`src/design/assert_macros.svh`:
```
// assertion macros shared by stl_core and stl_fifo
`ifndef ASSERT_MACROS_SVH
`define ASSERT_MACROS_SVH

`ifndef SYNTH
`define STL_ASSERT(lbl, clk, rst_n, prop) \
  lbl: assert property (@(posedge clk) disable iff (!rst_n) (prop)) else $error("check failed");
`define STL_ASSERT_ALWAYS(lbl, clk, prop) \
  lbl: assert property (@(posedge clk) (prop)) else $error("check failed");
`else
`define STL_ASSERT(lbl, clk, rst_n, prop)
`define STL_ASSERT_ALWAYS(lbl, clk, prop)
`endif

`endif

```
`src/design/stl_pkg.sv`:
```
`timescale 1ns / 1ps
package stl_pkg;

  localparam int LEN_W       = 16;
  localparam int UNIT_W      = 16;
  localparam int TOK_LEN_W   = 16;
  localparam int FIFO_DEPTH  = 4;
  localparam int FIFO_AW     = $clog2(FIFO_DEPTH);
  localparam int FIFO_CW     = $clog2(FIFO_DEPTH + 1);

  localparam logic [LEN_W-1:0] LEN_MAX = {LEN_W{1'b1}};

  typedef enum logic [3:0] {
    K_UNKNOWN = 4'd0,
    K_LINE    = 4'd1,
    K_BLOCK   = 4'd2,
    K_SPACE   = 4'd3,
    K_IDENT   = 4'd4,
    K_PREFIX  = 4'd5,
    K_LIT     = 4'd6,
    K_SEMI    = 4'd7,
    K_COMMA   = 4'd8,
    K_OPEN    = 4'd9,
    K_CLOSE   = 4'd10,
    K_EQ      = 4'd11
  } kind_t;

  typedef enum logic [7:0] {
    M_IDLE       = 8'b0000_0001,
    M_SLASH      = 8'b0000_0010,
    M_LINE       = 8'b0000_0100,
    M_BLOCK      = 8'b0000_1000,
    M_BLOCK_STAR = 8'b0001_0000,
    M_SPACE      = 8'b0010_0000,
    M_IDENT      = 8'b0100_0000,
    M_LIT        = 8'b1000_0000
  } mode_t;

  localparam logic [UNIT_W-1:0] CH_LF     = 16'h000A;
  localparam logic [UNIT_W-1:0] CH_SLASH  = 16'h002F;
  localparam logic [UNIT_W-1:0] CH_STAR   = 16'h002A;
  localparam logic [UNIT_W-1:0] CH_HASH   = 16'h0023;
  localparam logic [UNIT_W-1:0] CH_DQUOTE = 16'h0022;
  localparam logic [UNIT_W-1:0] CH_SQUOTE = 16'h0027;
  localparam logic [UNIT_W-1:0] CH_UNDER  = 16'h005F;
  localparam logic [UNIT_W-1:0] CH_SEMI   = 16'h003B;
  localparam logic [UNIT_W-1:0] CH_COMMA  = 16'h002C;
  localparam logic [UNIT_W-1:0] CH_OPEN   = 16'h0028;
  localparam logic [UNIT_W-1:0] CH_CLOSE  = 16'h0029;
  localparam logic [UNIT_W-1:0] CH_EQ     = 16'h003D;

  typedef struct packed {
    kind_t                kind;
    logic [TOK_LEN_W-1:0] len;
    logic                 last;
  } stl_res_t;

  typedef struct packed {
    logic     push0;
    logic     push1;
    stl_res_t res0;
    stl_res_t res1;
  } stl_push_t;

  typedef struct packed {
    mode_t mode;
    logic  emit;
    kind_t kind;
  } stl_start_t;

  function automatic logic is_space(input logic [UNIT_W-1:0] c);
    return (c >= 16'h0009 && c <= 16'h000D) || c == 16'h0020 || c == 16'h0085 ||
           c == 16'h200E || c == 16'h200F || c == 16'h2028 || c == 16'h2029;
  endfunction

  function automatic logic is_word(input logic [UNIT_W-1:0] c);
    return (c >= 16'h0061 && c <= 16'h007A) || (c >= 16'h0041 && c <= 16'h005A) ||
           (c >= 16'h4E00 && c <= 16'h9FFF) || (c >= 16'h3400 && c <= 16'h4DBF) ||
           (c >= 16'hD83C && c <= 16'hDBFF) || (c >= 16'hDC00 && c <= 16'hDFFF);
  endfunction

  function automatic logic is_digit(input logic [UNIT_W-1:0] c);
    return c >= 16'h0030 && c <= 16'h0039;
  endfunction

  // what a unit does when it opens a new token
  function automatic stl_start_t start_of(input logic [UNIT_W-1:0] c);
    stl_start_t s;
    s.mode = M_IDLE;
    s.emit = 1'b0;
    s.kind = K_UNKNOWN;
    if (c == CH_SLASH) begin
      s.mode = M_SLASH;
    end else if (is_space(c)) begin
      s.mode = M_SPACE;
    end else if (c == CH_UNDER || is_word(c)) begin
      s.mode = M_IDENT;
    end else if (is_digit(c)) begin
      s.mode = M_LIT;
    end else begin
      s.emit = 1'b1;
      if (c == CH_SEMI) s.kind = K_SEMI;
      else if (c == CH_COMMA) s.kind = K_COMMA;
      else if (c == CH_OPEN) s.kind = K_OPEN;
      else if (c == CH_CLOSE) s.kind = K_CLOSE;
      else if (c == CH_EQ) s.kind = K_EQ;
      else s.kind = K_UNKNOWN;
    end
    return s;
  endfunction

endpackage

```
`src/design/stl_core.sv`:
```
`timescale 1ns / 1ps
`include "assert_macros.svh"
module stl_core
  import stl_pkg::*;
(
  input  logic              clk,
  input  logic              rst_n,
  input  logic              fire,
  input  logic [UNIT_W-1:0] unit,
  input  logic              eoi,
  output stl_push_t         push
);

  mode_t             mode_r, mode_nxt;
  logic [LEN_W-1:0]  len_r, len_nxt;
  logic [LEN_W-1:0]  grown;
  stl_start_t        st;
  logic              a_v, b_v, use_start;
  kind_t             a_kind;
  logic [LEN_W-1:0]  a_len;
  stl_res_t          ra, rb;

  assign grown = (len_r == LEN_MAX) ? len_r : len_r + 1'b1;
  assign st    = start_of(unit);

  always_comb begin
    a_v       = 1'b0;
    a_kind    = K_UNKNOWN;
    a_len     = len_r;
    use_start = 1'b0;
    mode_nxt  = mode_r;
    len_nxt   = len_r;
    if (eoi) begin
      mode_nxt = M_IDLE;
      len_nxt  = '0;
      a_v      = (mode_r != M_IDLE);
      unique case (mode_r)
        M_SLASH:                a_kind = K_UNKNOWN;
        M_LINE:                 a_kind = K_LINE;
        M_BLOCK, M_BLOCK_STAR:  a_kind = K_BLOCK;
        M_SPACE:                a_kind = K_SPACE;
        M_IDENT:                a_kind = K_IDENT;
        M_LIT:                  a_kind = K_LIT;
        default:                a_kind = K_UNKNOWN;
      endcase
    end else begin
      unique case (mode_r)
        M_SLASH: begin
          if (unit == CH_SLASH) begin
            mode_nxt = M_LINE;
            len_nxt  = grown;
          end else if (unit == CH_STAR) begin
            mode_nxt = M_BLOCK;
            len_nxt  = grown;
          end else begin
            a_v       = 1'b1;
            a_kind    = K_UNKNOWN;
            use_start = 1'b1;
          end
        end
        M_LINE: begin
          if (unit == CH_LF) begin
            a_v       = 1'b1;
            a_kind    = K_LINE;
            use_start = 1'b1;
          end else begin
            len_nxt = grown;
          end
        end
        M_BLOCK: begin
          len_nxt = grown;
          if (unit == CH_STAR) mode_nxt = M_BLOCK_STAR;
        end
        M_BLOCK_STAR: begin
          len_nxt = grown;
          if (unit == CH_SLASH) begin
            a_v      = 1'b1;
            a_kind   = K_BLOCK;
            a_len    = grown;
            mode_nxt = M_IDLE;
            len_nxt  = '0;
          end else if (unit != CH_STAR) begin
            mode_nxt = M_BLOCK;
          end
        end
        M_SPACE: begin
          if (is_space(unit)) begin
            len_nxt = grown;
          end else begin
            a_v       = 1'b1;
            a_kind    = K_SPACE;
            use_start = 1'b1;
          end
        end
        M_IDENT: begin
          if (is_word(unit)) begin
            len_nxt = grown;
          end else begin
            a_v       = 1'b1;
            a_kind    = (unit == CH_HASH || unit == CH_DQUOTE || unit == CH_SQUOTE) ?
                        K_PREFIX : K_IDENT;
            use_start = 1'b1;
          end
        end
        M_LIT: begin
          if (is_digit(unit)) begin
            len_nxt = grown;
          end else begin
            a_v       = 1'b1;
            a_kind    = K_LIT;
            use_start = 1'b1;
          end
        end
        default: use_start = 1'b1;
      endcase
      if (use_start) begin
        mode_nxt = st.mode;
        len_nxt  = st.emit ? LEN_W'(0) : LEN_W'(1);
      end
    end
  end

  assign b_v = use_start & st.emit;

  always_comb begin
    ra.kind = a_kind;
    ra.len  = TOK_LEN_W'(a_len);
    ra.last = ~b_v;
    rb.kind = st.kind;
    rb.len  = TOK_LEN_W'(1);
    rb.last = 1'b1;
    push.push0 = fire & (a_v | b_v);
    push.push1 = fire & a_v & b_v;
    push.res0  = a_v ? ra : rb;
    push.res1  = rb;
  end

  always_ff @(posedge clk) begin
    if (!rst_n) begin
      mode_r <= M_IDLE;
      len_r  <= '0;
    end else if (fire) begin
      mode_r <= mode_nxt;
      len_r  <= len_nxt;
    end
  end

  `STL_ASSERT(a_flush_idle, clk, rst_n, fire && eoi |=> mode_r == M_IDLE && len_r == '0)
  `STL_ASSERT(a_idle_len, clk, rst_n, (mode_r == M_IDLE) == (len_r == '0))

endmodule

```
`src/design/stl_fifo.sv`:
```
`timescale 1ns / 1ps
`include "assert_macros.svh"
module stl_fifo
  import stl_pkg::*;
(
  input  logic      clk,
  input  logic      rst_n,
  input  stl_push_t push,
  output logic      room,
  output logic      rd_valid,
  input  logic      rd_ready,
  output stl_res_t  rd_data
);

  stl_res_t           mem [FIFO_DEPTH];
  logic [FIFO_AW-1:0] wr_ptr_r, rd_ptr_r;
  logic [FIFO_CW-1:0] cnt_r, cnt_nxt;
  logic               pop;

  assign room     = (cnt_r <= FIFO_CW'(FIFO_DEPTH - 2));
  assign rd_valid = (cnt_r != '0);
  assign rd_data  = mem[rd_ptr_r];
  assign pop      = rd_valid & rd_ready;
  assign cnt_nxt  = cnt_r + FIFO_CW'(push.push0) + FIFO_CW'(push.push1) - FIFO_CW'(pop);

  always_ff @(posedge clk) begin
    if (push.push0) mem[wr_ptr_r] <= push.res0;
    if (push.push1) mem[wr_ptr_r + 1'b1] <= push.res1;
  end

  always_ff @(posedge clk) begin
    if (!rst_n) begin
      wr_ptr_r <= '0;
      rd_ptr_r <= '0;
      cnt_r    <= '0;
    end else begin
      wr_ptr_r <= wr_ptr_r + FIFO_AW'(push.push0) + FIFO_AW'(push.push1);
      rd_ptr_r <= rd_ptr_r + FIFO_AW'(pop);
      cnt_r    <= cnt_nxt;
    end
  end

  `STL_ASSERT(a_no_overflow, clk, rst_n, cnt_r <= FIFO_CW'(FIFO_DEPTH))
  `STL_ASSERT(a_push_order, clk, rst_n, push.push1 |-> push.push0)

endmodule

```
`src/design/source_tokenizer.sv`:
```
`timescale 1ns / 1ps
// source_tokenizer: streaming lexer, one 16-bit code unit per input word.
// input channel: in_tdata carries the code unit, in_tuser set means end of
// input (no character, the pending token is flushed and the lexer goes idle).
// output channel: one word per token, out_tdata = token length (saturating),
// out_tuser = token kind, out_tlast marks the last token caused by one input.
// an input word causes zero, one or two tokens; tokens that need lookahead
// come out when the unit that ends them arrives.
// a token caused by an input word goes from the input register through the
// lexer step into the result queue; the lexer step waits while the queue lacks
// room, and the token reaches the output behind any tokens still queued.
// throughput: one input word per cycle while the output drains one token per
// cycle; a word causing two tokens needs two output transfers. the four-entry
// result queue takes a word only while two free slots are available.
// reset: synchronous, active low; clears the lexer to idle, empties the queue.
// when the receiver stalls, the queue fills and in_tready drops; nothing is
// lost and the output word holds steady until taken.
module source_tokenizer
  import stl_pkg::*;
(
  input  logic                 clk,
  input  logic                 rst_n,
  input  logic                 in_tvalid,
  output logic                 in_tready,
  input  logic [UNIT_W-1:0]    in_tdata,   // [15:0] code_unit
  input  logic                 in_tuser,   // [0] end_of_input
  output logic                 out_tvalid,
  input  logic                 out_tready,
  output logic [TOK_LEN_W-1:0] out_tdata,  // [15:0] token_length
  output logic [3:0]           out_tuser,  // [3:0] tok_kind
  output logic                 out_tlast
);

  logic              in_valid_r;
  logic [UNIT_W-1:0] unit_r;
  logic              eoi_r;
  logic              room, fire, in_acc;
  stl_push_t         push;
  stl_res_t          rd_data;

  assign fire      = in_valid_r & room;
  assign in_tready = ~in_valid_r | room;
  assign in_acc    = in_tvalid & in_tready;

  always_ff @(posedge clk) begin
    if (!rst_n) begin
      in_valid_r <= 1'b0;
    end else if (in_acc) begin
      in_valid_r <= 1'b1;
    end else if (fire) begin
      in_valid_r <= 1'b0;
    end
  end

  always_ff @(posedge clk) begin
    if (in_acc) begin
      unit_r <= in_tdata;
      eoi_r  <= in_tuser;
    end
  end

  stl_core u_core (
    .clk   (clk),
    .rst_n (rst_n),
    .fire  (fire),
    .unit  (unit_r),
    .eoi   (eoi_r),
    .push  (push)
  );

  stl_fifo u_fifo (
    .clk      (clk),
    .rst_n    (rst_n),
    .push     (push),
    .room     (room),
    .rd_valid (out_tvalid),
    .rd_ready (out_tready),
    .rd_data  (rd_data)
  );

  assign out_tdata = rd_data.len;
  assign out_tuser = rd_data.kind;
  assign out_tlast = rd_data.last;

endmodule

```
`config.mk`:
```
export PLATFORM = sky130hd
export DESIGN_NAME = source_tokenizer
export DESIGN_NICKNAME = d
export VERILOG_FILES = /design/src/design/stl_pkg.sv /design/src/design/stl_core.sv /design/src/design/stl_fifo.sv /design/src/design/source_tokenizer.sv
export VERILOG_INCLUDE_DIRS = /design/src /design/src/design
export SDC_FILE = /design/constraint.sdc
export NUM_CORES = 1
export LEC_CHECK = 0
export ABC_CLOCK_PERIOD_IN_PS = 4300
export BUFFER_PORTS_ARGS = -buffer_cell sky130_fd_sc_hd__buf_2
export CORE_ASPECT_RATIO = 0.7
export CORE_MARGIN = 5
export CORE_UTILIZATION = 55
export DETAILED_ROUTE_END_ITERATION = 6
export PLACE_DENSITY = 0.85
export SYNTH_ARGS = -nofsm -noshare
export SYNTH_HDL_FRONTEND = slang
export SYNTH_SLANG_ARGS = --single-unit
```
`constraint.sdc`:
```
create_clock -name clk -period 4.3 [get_ports clk]
set_input_delay 0.215 -clock clk [delete_from_list [all_inputs] [get_ports clk]]
set_output_delay 0.215 -clock clk [all_outputs]
set_load 0.005 [all_outputs]
```
-- After elaboration in Yosys (flattened, before gate mapping)
Memory sizes are Yosys's and may differ from the RTL's. A register that Yosys moved wholly into a read port is not among the register bits.
Cells that the tools add are included.
- $add $sub $neg: 8
- $lt $le $gt $ge: 17
- equality and inequality tests: 35
- mux-type cells: 65
- bitwise gates (word level): 11
- reductions and logical operators: 29
- operator list (cell ; number):
    $mux 16 ; 13
    $eq 16x6->1 const B ; 11
    $pmux 16 s7 ; 1
    $mux 8 ; 11
    $eq 16x14->1 const B ; 4
    $le 16x16->1 const B ; 3
    $ge 16x16->1 const B ; 2
    $ge 16x7->1 const B ; 2
    $le 16x7->1 const B ; 2
    $mux 4 ; 7
    $pmux 8 s3 ; 1
    $mux 21 ; 1
    $mux 5 ; 4
    $pmux 4 s5 ; 1
    $mux 1 ; 19
    $add 16x1->16 const B ; 1
    $eq 16x16->1 const B ; 1
    $eq 16x4->1 const B ; 1
    $eq 16x7->1 const B ; 1
    $eq 16x8->1 const B ; 1
    $ge 16x14->1 const B ; 1
    $ge 16x15->1 const B ; 1
    $ge 16x4->1 const B ; 1
    $ge 16x6->1 const B ; 1
    36 further kinds ; 74
- register bits: 49
- bits in writable memories: 84
- output and inout bits: 23
- word-level logic and storage cells: 174
- memories: 1
- memories (name ; words ; width ; rd ports ; clocked after memory_dff ; wr ports ; RTL line ; text):
    u_fifo.mem ; 4 ; 21 ; 1 ; 1 ; 2 ; stl_fifo.sv:15 ; stl_res_t mem [FIFO_DEPTH];

-- Depth between registers and ports, before layout
Gate-level depths: netlist (run 1).
- word-level depth: 18
- gate-level depth with buffers: 16
- gate-level depth less buffers: 13

-- Modules after synthesis
A second synthesis (run 1) with hierarchy kept.
- cells, all modules: 674
- area total of the unflattened synthesis: 7971.4 um2
- by module, submodules not included (module ; instances ; cells each ; area each (um2)):
    stl_fifo ; 1 ; 245 ; 4429.2
    stl_core ; 1 ; 406 ; 2966.6
    source_tokenizer ; 1 ; 23 ; 575.6

-- Worst setup path before layout (run 1)
Ideal clock, no wire load.
- path kind: register -> register
- start point: reg unit_r[0]
- end point: reg u_fifo.cnt_r[2]
- setup time: 0.128 ns
- arrival time: 4.099 ns
- data required time: 4.172 ns
- path slack: 0.073 ns
- stages on the path, launching flop included: 15
- path buffers: 1
- period minus slack after synthesis: 4.227 ns
- cell sequence: edfxtp_1 > buf_2 > or4_1 > or3_1 > a211oi_1 > o211ai_1 > or3b_4 > o311ai_4 > nand2_1 > ha_1 > inv_1 > fa_1 > fa_1 > xor2_1 > nor2_1
- longest elaborated chain between the ends: 18
- RTL lines (item ; RTL line ; text):
    start: declaration ; source_tokenizer.sv:35 ; logic [UNIT_W-1:0] unit_r;
    start signal: assignment ; source_tokenizer.sv:57 ; unit_r <= in_tdata;
    $ge 16x4->1 / $le 16x4->1 (equally long branches) ; stl_pkg.sv:72 ; return (c >= 16'h0009 && c <= 16'h000D) || c == 16'h0020 || c == 16'h0085 ||
    $logic_and 1x1->1 ; stl_pkg.sv:72 ;
    $logic_or 1x1->1 (3 in series) ; stl_pkg.sv:72 ;
    $logic_or 1x1->1 (3 in series) ; stl_pkg.sv:73 ; c == 16'h200E || c == 16'h200F || c == 16'h2028 || c == 16'h2029;
    $mux 1 ; stl_core.sv:87 ; if (is_space(unit)) begin
    $pmux 1 s6 ; stl_core.sv:47 ; unique case (mode_r)
    $mux 1 (2 in series) ; stl_core.sv:33 ; if (eoi) begin
    $and 1x1->1 ; stl_core.sv:123 ; assign b_v = use_start & st.emit;
    $or 1x1->1 ; stl_core.sv:132 ; push.push0 = fire & (a_v | b_v);
    $and 1x1->1 ; stl_core.sv:132 ;
    $add 3x1->3 ; stl_fifo.sv:24 ; assign cnt_nxt = cnt_r + FIFO_CW'(push.push0) + FIFO_CW'(push.push1) - FIFO_CW'(pop);
    $add 3x1->3 * ; stl_fifo.sv:24 ;
    $sub 3x1->3 * ; stl_fifo.sv:24 ;
    end signal: assignment ; stl_fifo.sv:39 ; cnt_r <= cnt_nxt;
    end: declaration ; stl_fifo.sv:17 ; logic [FIFO_CW-1:0] cnt_r, cnt_nxt;
Every way passes the cells marked *; elsewhere a longest branch is shown, timed or not. The select of a mux whose other input is x is not followed.
A chain may end at the register's enable or synchronous reset.

-- Worst setup path after layout (run 1)
- start point: reg unit_r[10]
- end point: reg u_fifo.cnt_r[2]
Same word-level chain as after synthesis.

==> flow_summary_export.csv, run 1 <==
group,metric,value,unit
status,status,"complete, but fails checks",
status,violations,"design-rule violations",
global_routing,grt.total_usage,26.19,%
finish,fillers,922,
global_routing,grt_start_max_net_pins,30,
placement,placed_cell_area,7248,um^2
global_routing,grt_pass1_vias,5784,
worst_hold_path,min_path_type,"input pin to register",
timing,tightest_slew,1260,ps
timing,setup_viol,0,
worst_setup_path,reg2reg_from,"unit_r[10]",
timing,holdWs,12.27,ps
timing,slew_viol_final,0,
clock_tree,cts_buffer_depth,2,
global_routing,grt_pass1_wl,30060,um
finish,multi_input_area,3567,um^2
logic_synthesis,async_reset_ff_share,0,%
job,drv_cap,0,
route,vias,6084,
worst_hold_path,hp-start,"in_tvalid",
logic_synthesis,synth_edf_count,33,
logic_synthesis,syn-cell-area,6867,um^2
clock_tree,root_buffer,"clkbuf_16",
finish,drive_gt1_share,17.93,%
worst_setup_path,cp_slowest_cell,"nor4_1",
worst_setup_path,worstSetupPathType,"register to register",
finish,final_area,8026,um^2
finish,syn2layout_area_growth,16.89,%
logic_synthesis,synth-main-ff-cell,"dfxtp_1",
finish,diodes,0,
clock_tree,cts_sinks,133,
timing,max_freq,245.5,MHz
placement,place.gp.congestion,0.9476,
clock_tree,htree_levels,4,
placement,io_buffer_count,43,
clock_tree,insertion_delay,430,ps
worst_setup_path,crit_fanout,7,
timing,final-hold-violation-count,0,
route,vias_per_cell,6.570,
timing,setup-tns-final,0,ps
worst_setup_path,max_stage_delay,620,ps
logic_synthesis,syn_avg_cell_area,9.894,um^2
timing,timing.final.crit_period,4073,ps
finish,final_common_cell,"dfxtp_1",
placement,dp_hpwl,12880,um
logic_synthesis,yosysWarnings,0,
power,leakagePower,2.994,nW
worst_setup_path,crit_start,"unit_r[10]",
floorplanning,dieArea,14860,um^2
finish,nets,779,
worst_setup_path,path_cells,"nor4_1, nand2_1, a211oi_1, o211ai_1, or3b_4, o311ai_4, nand2_1, ha_1, inv_1, fa_1, fa_1, xor2_1, nor2_1",
floorplanning,num_rows,34,
route,drtPass1Iterations,7,
timing,rsz0062_at_grt,"false",
route,drc,2,
finish,layout_common_cells,"dfxtp_1, nor2_1, nand2_1",
logic_synthesis,synthCells,694,
logic_synthesis,synth_nets,722,
timing,fin_skew,14.36,ps
finish,seqCellArea,2993,um^2
clock_tree,clk_pin_slew,60,ps
logic_synthesis,yosys_register_bits,133,
logic_synthesis,seq_area_frac_synth,43.59,%
logic_synthesis,yosysUniqueCellTypes,71,
route,ant_nets,0,
floorplanning,die_w,143.6,um
route,wl_per_cell,20.22,um
worst_setup_path,start_kind,"register",
floorplanning,initial_core_util,55.66,%
floorplanning,boundaryPins,44,
route,totalWireLength,18730,um
global_routing,gr-total-overflow,0,
clock_tree,cts_tree,"yes",
worst_setup_path,arrival,4370,ps
clock_tree,cts_made_buffers,17,
timing,relSlewSlack,15.86,%
worst_setup_path,endpoint_kind,"register",
timing,finalCritPeriodShare,94.73,%
power,p_per_area,428.6,nW/um^2
floorplanning,die_h,103.5,um
route,drt_iter0_markers,891,
worst_setup_path,crit_family,"simple AND/OR/NAND/NOR gates",
worst_setup_path,timing.critical_path.buf_inv,1,
floorplanning,coreArea,12340,um^2
worst_setup_path,worstPathRequired,4600,ps
global_routing,antenna_found_initial,0,
power,ir_worst_vdd,0.2470,mV
[cells by family (layout without fill, tap and decap cells)]
family | Yosys count | in the layout | share of synthesized area (%)
AND/OR/NAND/NOR | 253 | 253 | 20.12
AO/OA/AOI/OAI | 189 | 189 | 20.85
flip-flops | 133 | 133 | 43.59
buffers and inverters | 72 | 142 | 4.464
multiplexers | 24 | 24 | 7.343
XOR/XNOR | 16 | 16 | 2.041
adder cells (fa/ha/maj) | 7 | 7 | 1.604
[registers in the layout, indices dropped and copies added, names as in the netlist]
signal and cells:
u_fifo.wr_ptr_r 2, eoi_r 1, u_fifo.mem 84, u_core.len_r 16
unit_r 16, u_core.mode_r 8, u_fifo.rd_ptr_r 2, u_fifo.cnt_r 3
in_valid_r 1
[routing by layer]
metal,wire [um],global-route usage [%],vias up
li1,-,-,2762
met1,8046,36.58,2895
met2,8253,38.53,377
met3,2050,8.640,50
met4,379,9.045,0
met5,0,0,-
[power by group]
| group | switching, mW | total, mW | leakage (nW) | internal, mW |
|---|---|---|---|---|
| logic | 0.326 | 0.569 | 1.60 | 0.243 |
| registers | 0.0634 | 1.40 | 1.10 | 1.34 |
| clock network | 0.588 | 1.47 | 0.292 | 0.881 |
| total | 0.977 | 3.44 | 2.99 | 2.46 |
[timing repair]
item | 4_1_cts | 5_1_grt
gates resized for setup | 0 | 0
endpoints found under the hold margin | 17 | 0
buffers inserted | 0 | 0
hold buffers | 17 | 0
[worst reg2reg max path: stages, from the launching register on]
cell and delay, ps:
edfxtp_1 490, nor4_1 620, nand2_1 200, a211oi_1 320, o211ai_1 150, or3b_4 480
o311ai_4 250, nand2_1 130, ha_1 290, inv_1 40, fa_1 380, fa_1 390
xor2_1 160, nor2_1 50
[Yosys cell counts, drive strengths merged (3+ instances only)]
cell,count,area (um^2)
o2111ai,5,43.79
xor2,11,96.34
clkbuf,32,121.4
nand2b,3,18.77
or4,7,56.30
nor2,54,202.7
edfxtp,33,991.0
xnor2,5,43.79
a22o,41,359.1
o22ai,3,18.77
a31oi,6,37.54
or3,11,68.82
nand4,14,87.58
inv,27,101.3
and2,9,56.30
nor4b,6,52.55
o211a,3,30.03
buf,12,80.07
dfxtp,100,2002
and3,14,87.58
nor3,19,111.4
nor2b,6,37.54
nand3,31,155.2
o211ai,3,22.52
ha,4,50.05
mux4,21,473.0
nand3b,4,30.03
o21ai,31,155.2
nand4b,4,35.03
or3b,3,28.78
a21boi,6,90.09
a21oi,34,170.2
nor3b,4,30.03
o31ai,8,60.06
o2bb2ai,29,254.0
nand2,46,172.7
a2bb2oi,6,52.55
fa,3,60.06
nor4,6,37.54
[final cells by class]
type                            count  share of cell area [%]
Clock buffer                       20                   5.970
Inverter                           28                   1.309
Sequential cell                   133                   37.29
Clock inverter                     12                   1.606
Multi-Input combinational cell    489                   44.44
Timing Repair Buffer               82                   6.859
Tap cell                          162                   2.525
[path summary, 6_finish.rpt]
kind | to | slack [ps] | cells past startpoint
min reg2reg | u_fifo.mem[3][1] | 450 | 2
max | u_fifo.cnt_r[2] | 230 | 13
min | in_valid_r | 10 | 3
max reg2reg | u_fifo.cnt_r[2] | 230 | 13
[per-stage QoR]
stage	instances	worst slack (ps)	total power, mW	utilization [%]
CTS	926	244.1	3.442	65.06
detailed placement	877	247.7	1.971	58.75
floorplan	694	72.91	1.804	-
global placement	877	337.8	1.956	58.75
finish	926	226.5	3.441	65.06
global route	926	10.35	3.576	65.06
(Power assumes the default switching activity.)
==> run 2, diff against run 1 <==
PLACE_DENSITY = unset   (was 0.85)
PLACE_DENSITY_LB_ADDON = 0.15   (was unset)
==> run 2 against run 1 <==
Critical path type unchanged. Highest routed layer unchanged. Critical path depth unchanged. Total power up 0.97%. Worst hold slack better by 52 ps. The flow now finishes without violations. Sequential share of layout area down 0.32 points. Flip-flop and latch count unchanged. Clock skew down 4.8 ps. Setup slack worse by 98 ps. Global-route usage down 0.11 points. Clock power about the same. Die area unchanged. Register-to-register slack worse by 98 ps.
==> flow_summary_export.csv, run 2 (synthesis gave the netlist of run 1 again) <==
group,metric,value,unit
status,status,"finished clean",
clock_tree,cts_tree,"yes",
finish,diodes,0,
worst_setup_path,start_kind,"register",
placement,placed_cell_area,7278,um^2
clock_tree,root_buffer,"clkbuf_16",
floorplanning,die_h,103.5,um
clock_tree,cts_made_buffers,17,
timing,final-hold-violation-count,0,
finish,reg_top3,"u_fifo.mem x84, u_core.len_r x16, unit_r x16",
route,drt_iter0_markers,716,
finish,utilization,65.62,%
timing,relSlewSlack,31.08,%
clock_tree,cts_buffer_depth,2,
global_routing,grt_pass1_vias,5614,
timing,holdWs,64.17,ps
worst_setup_path,arrival,4470,ps
finish,regMostFlops,"u_fifo.mem",
placement,dp_hpwl,13300,um
floorplanning,coreArea,12340,um^2
job,drv_cap,0,
timing,timing.final.crit_period,4172,ps
clock_tree,htree_levels,4,
global_routing,antenna_found_initial,0,
finish,final_area,8095,um^2
clock_tree,cts_sinks,133,
clock_tree,clk_pin_slew,60,ps
floorplanning,boundaryPins,44,
finish,largest_reg_flops,84,
global_routing,grt.total_usage,26.08,%
route,vias_per_cell,6.460,
finish,fillers,976,
route,drtPass1Iterations,7,
finish,nets,787,
worst_hold_path,min_path_type,"input pin to register",
floorplanning,num_rows,34,
clock_tree,insertion_delay,420,ps
floorplanning,die_w,143.6,um
floorplanning,dieArea,14860,um^2
timing,setup_viol,0,
timing,finalCritPeriodShare,97.02,%
worst_setup_path,worstPathRequired,4590,ps
finish,syn2layout_area_growth,17.89,%
floorplanning,initial_core_util,55.66,%
placement,place_inst,881,
worst_setup_path,endpoint_kind,"register",
global_routing,grt_start_max_net_pins,30,
route,drc,0,
placement,place.gp.congestion,0.9579,
power,leakagePower,3.040,nW
route,totalWireLength,18840,um
route,vias,6034,
global_routing,grt_pass1_wl,30020,um
placement,io_buffer_count,43,
timing,tightest_slew,1019,ps
placement,place_ws,83.02,ps
timing,fin_skew,9.600,ps
timing,slew_viol_final,0,
worst_setup_path,crit_fanout,6,
finish,drive_gt1_share,19.30,%
timing,postLayoutSetupSlackWorst,128.3,ps
route,wl_per_cell,20.17,um
global_routing,gr-total-overflow,0,
route,ant_nets,0,
finish,finalNonFillerCells,934,
power,power,3.474,mW
finish,final_common_cell,"dfxtp_1",
timing,setup-tns-final,0,ps
worst_setup_path,worstSetupPathType,"register to register",
finish,layout_common_cells,"dfxtp_1, nor2_1, nand2_1",
power,p_per_area,429.1,nW/um^2
timing,max_freq,239.7,MHz
power,ir_worst_vdd,0.5769,mV
run 2: what timing repair did:
item,CTS,global route
gates resized for setup,0,3
endpoints found under the setup margin,0,2
hold endpoints to repair,17,0
hold buffers,17,0
buffers inserted,0,4
run 2: report_power, final:
group          leakage (nW)  internal, mW  switching, mW
logic                  1.64         0.249          0.351
clock network         0.296         0.859          0.632
registers              1.10          1.34         0.0449
run 2: worst max-delay path, cell delays in order, from the launching register on:
cell	delay, ps
edfxtp_1	490
or4_4	590
or4_1	590
nor3b_1	180
or3_1	410
nor3_4	280
o311ai_4	150
nand2_2	140
ha_1	140
inv_1	50
fa_1	370
fa_1	390
xor2_1	200
nor2_1	60
run 2: worst paths after layout:
| path | startpoint | to | slack [ps] | cells after the start |
|---|---|---|---|---|
| worst max-delay path | unit_r[14] | u_fifo.cnt_r[2] | 130 | 13 |
| worst min-delay path | in_tvalid | in_valid_r | 60 | 3 |
| worst max register to register | unit_r[14] | u_fifo.cnt_r[2] | 130 | 13 |
| worst min register to register | u_fifo.mem[1][1] | u_fifo.mem[1][1] | 450 | 2 |
run 2: routing by layer:
metal	global-route usage (%)	vias up	wire (um)
li1	-	2797	-
met1	40.33	2891	8859
met2	35.91	320	7804
met3	6.388	26	1898
met4	7.815	0	278
met5	0	-	0
run 2: cell type report:
type / count / area [um^2] / share of cell area (%)
Clock buffer: 18 / 450.4 / 5.564
Clock inverter: 14 / 152.6 / 1.886
Inverter: 28 / 105.1 / 1.298
Multi-Input combinational cell: 489 / 3581 / 44.23
Sequential cell: 133 / 2993 / 36.97
Tap cell: 162 / 202.7 / 2.504
Timing Repair Buffer: 90 / 610.6 / 7.543
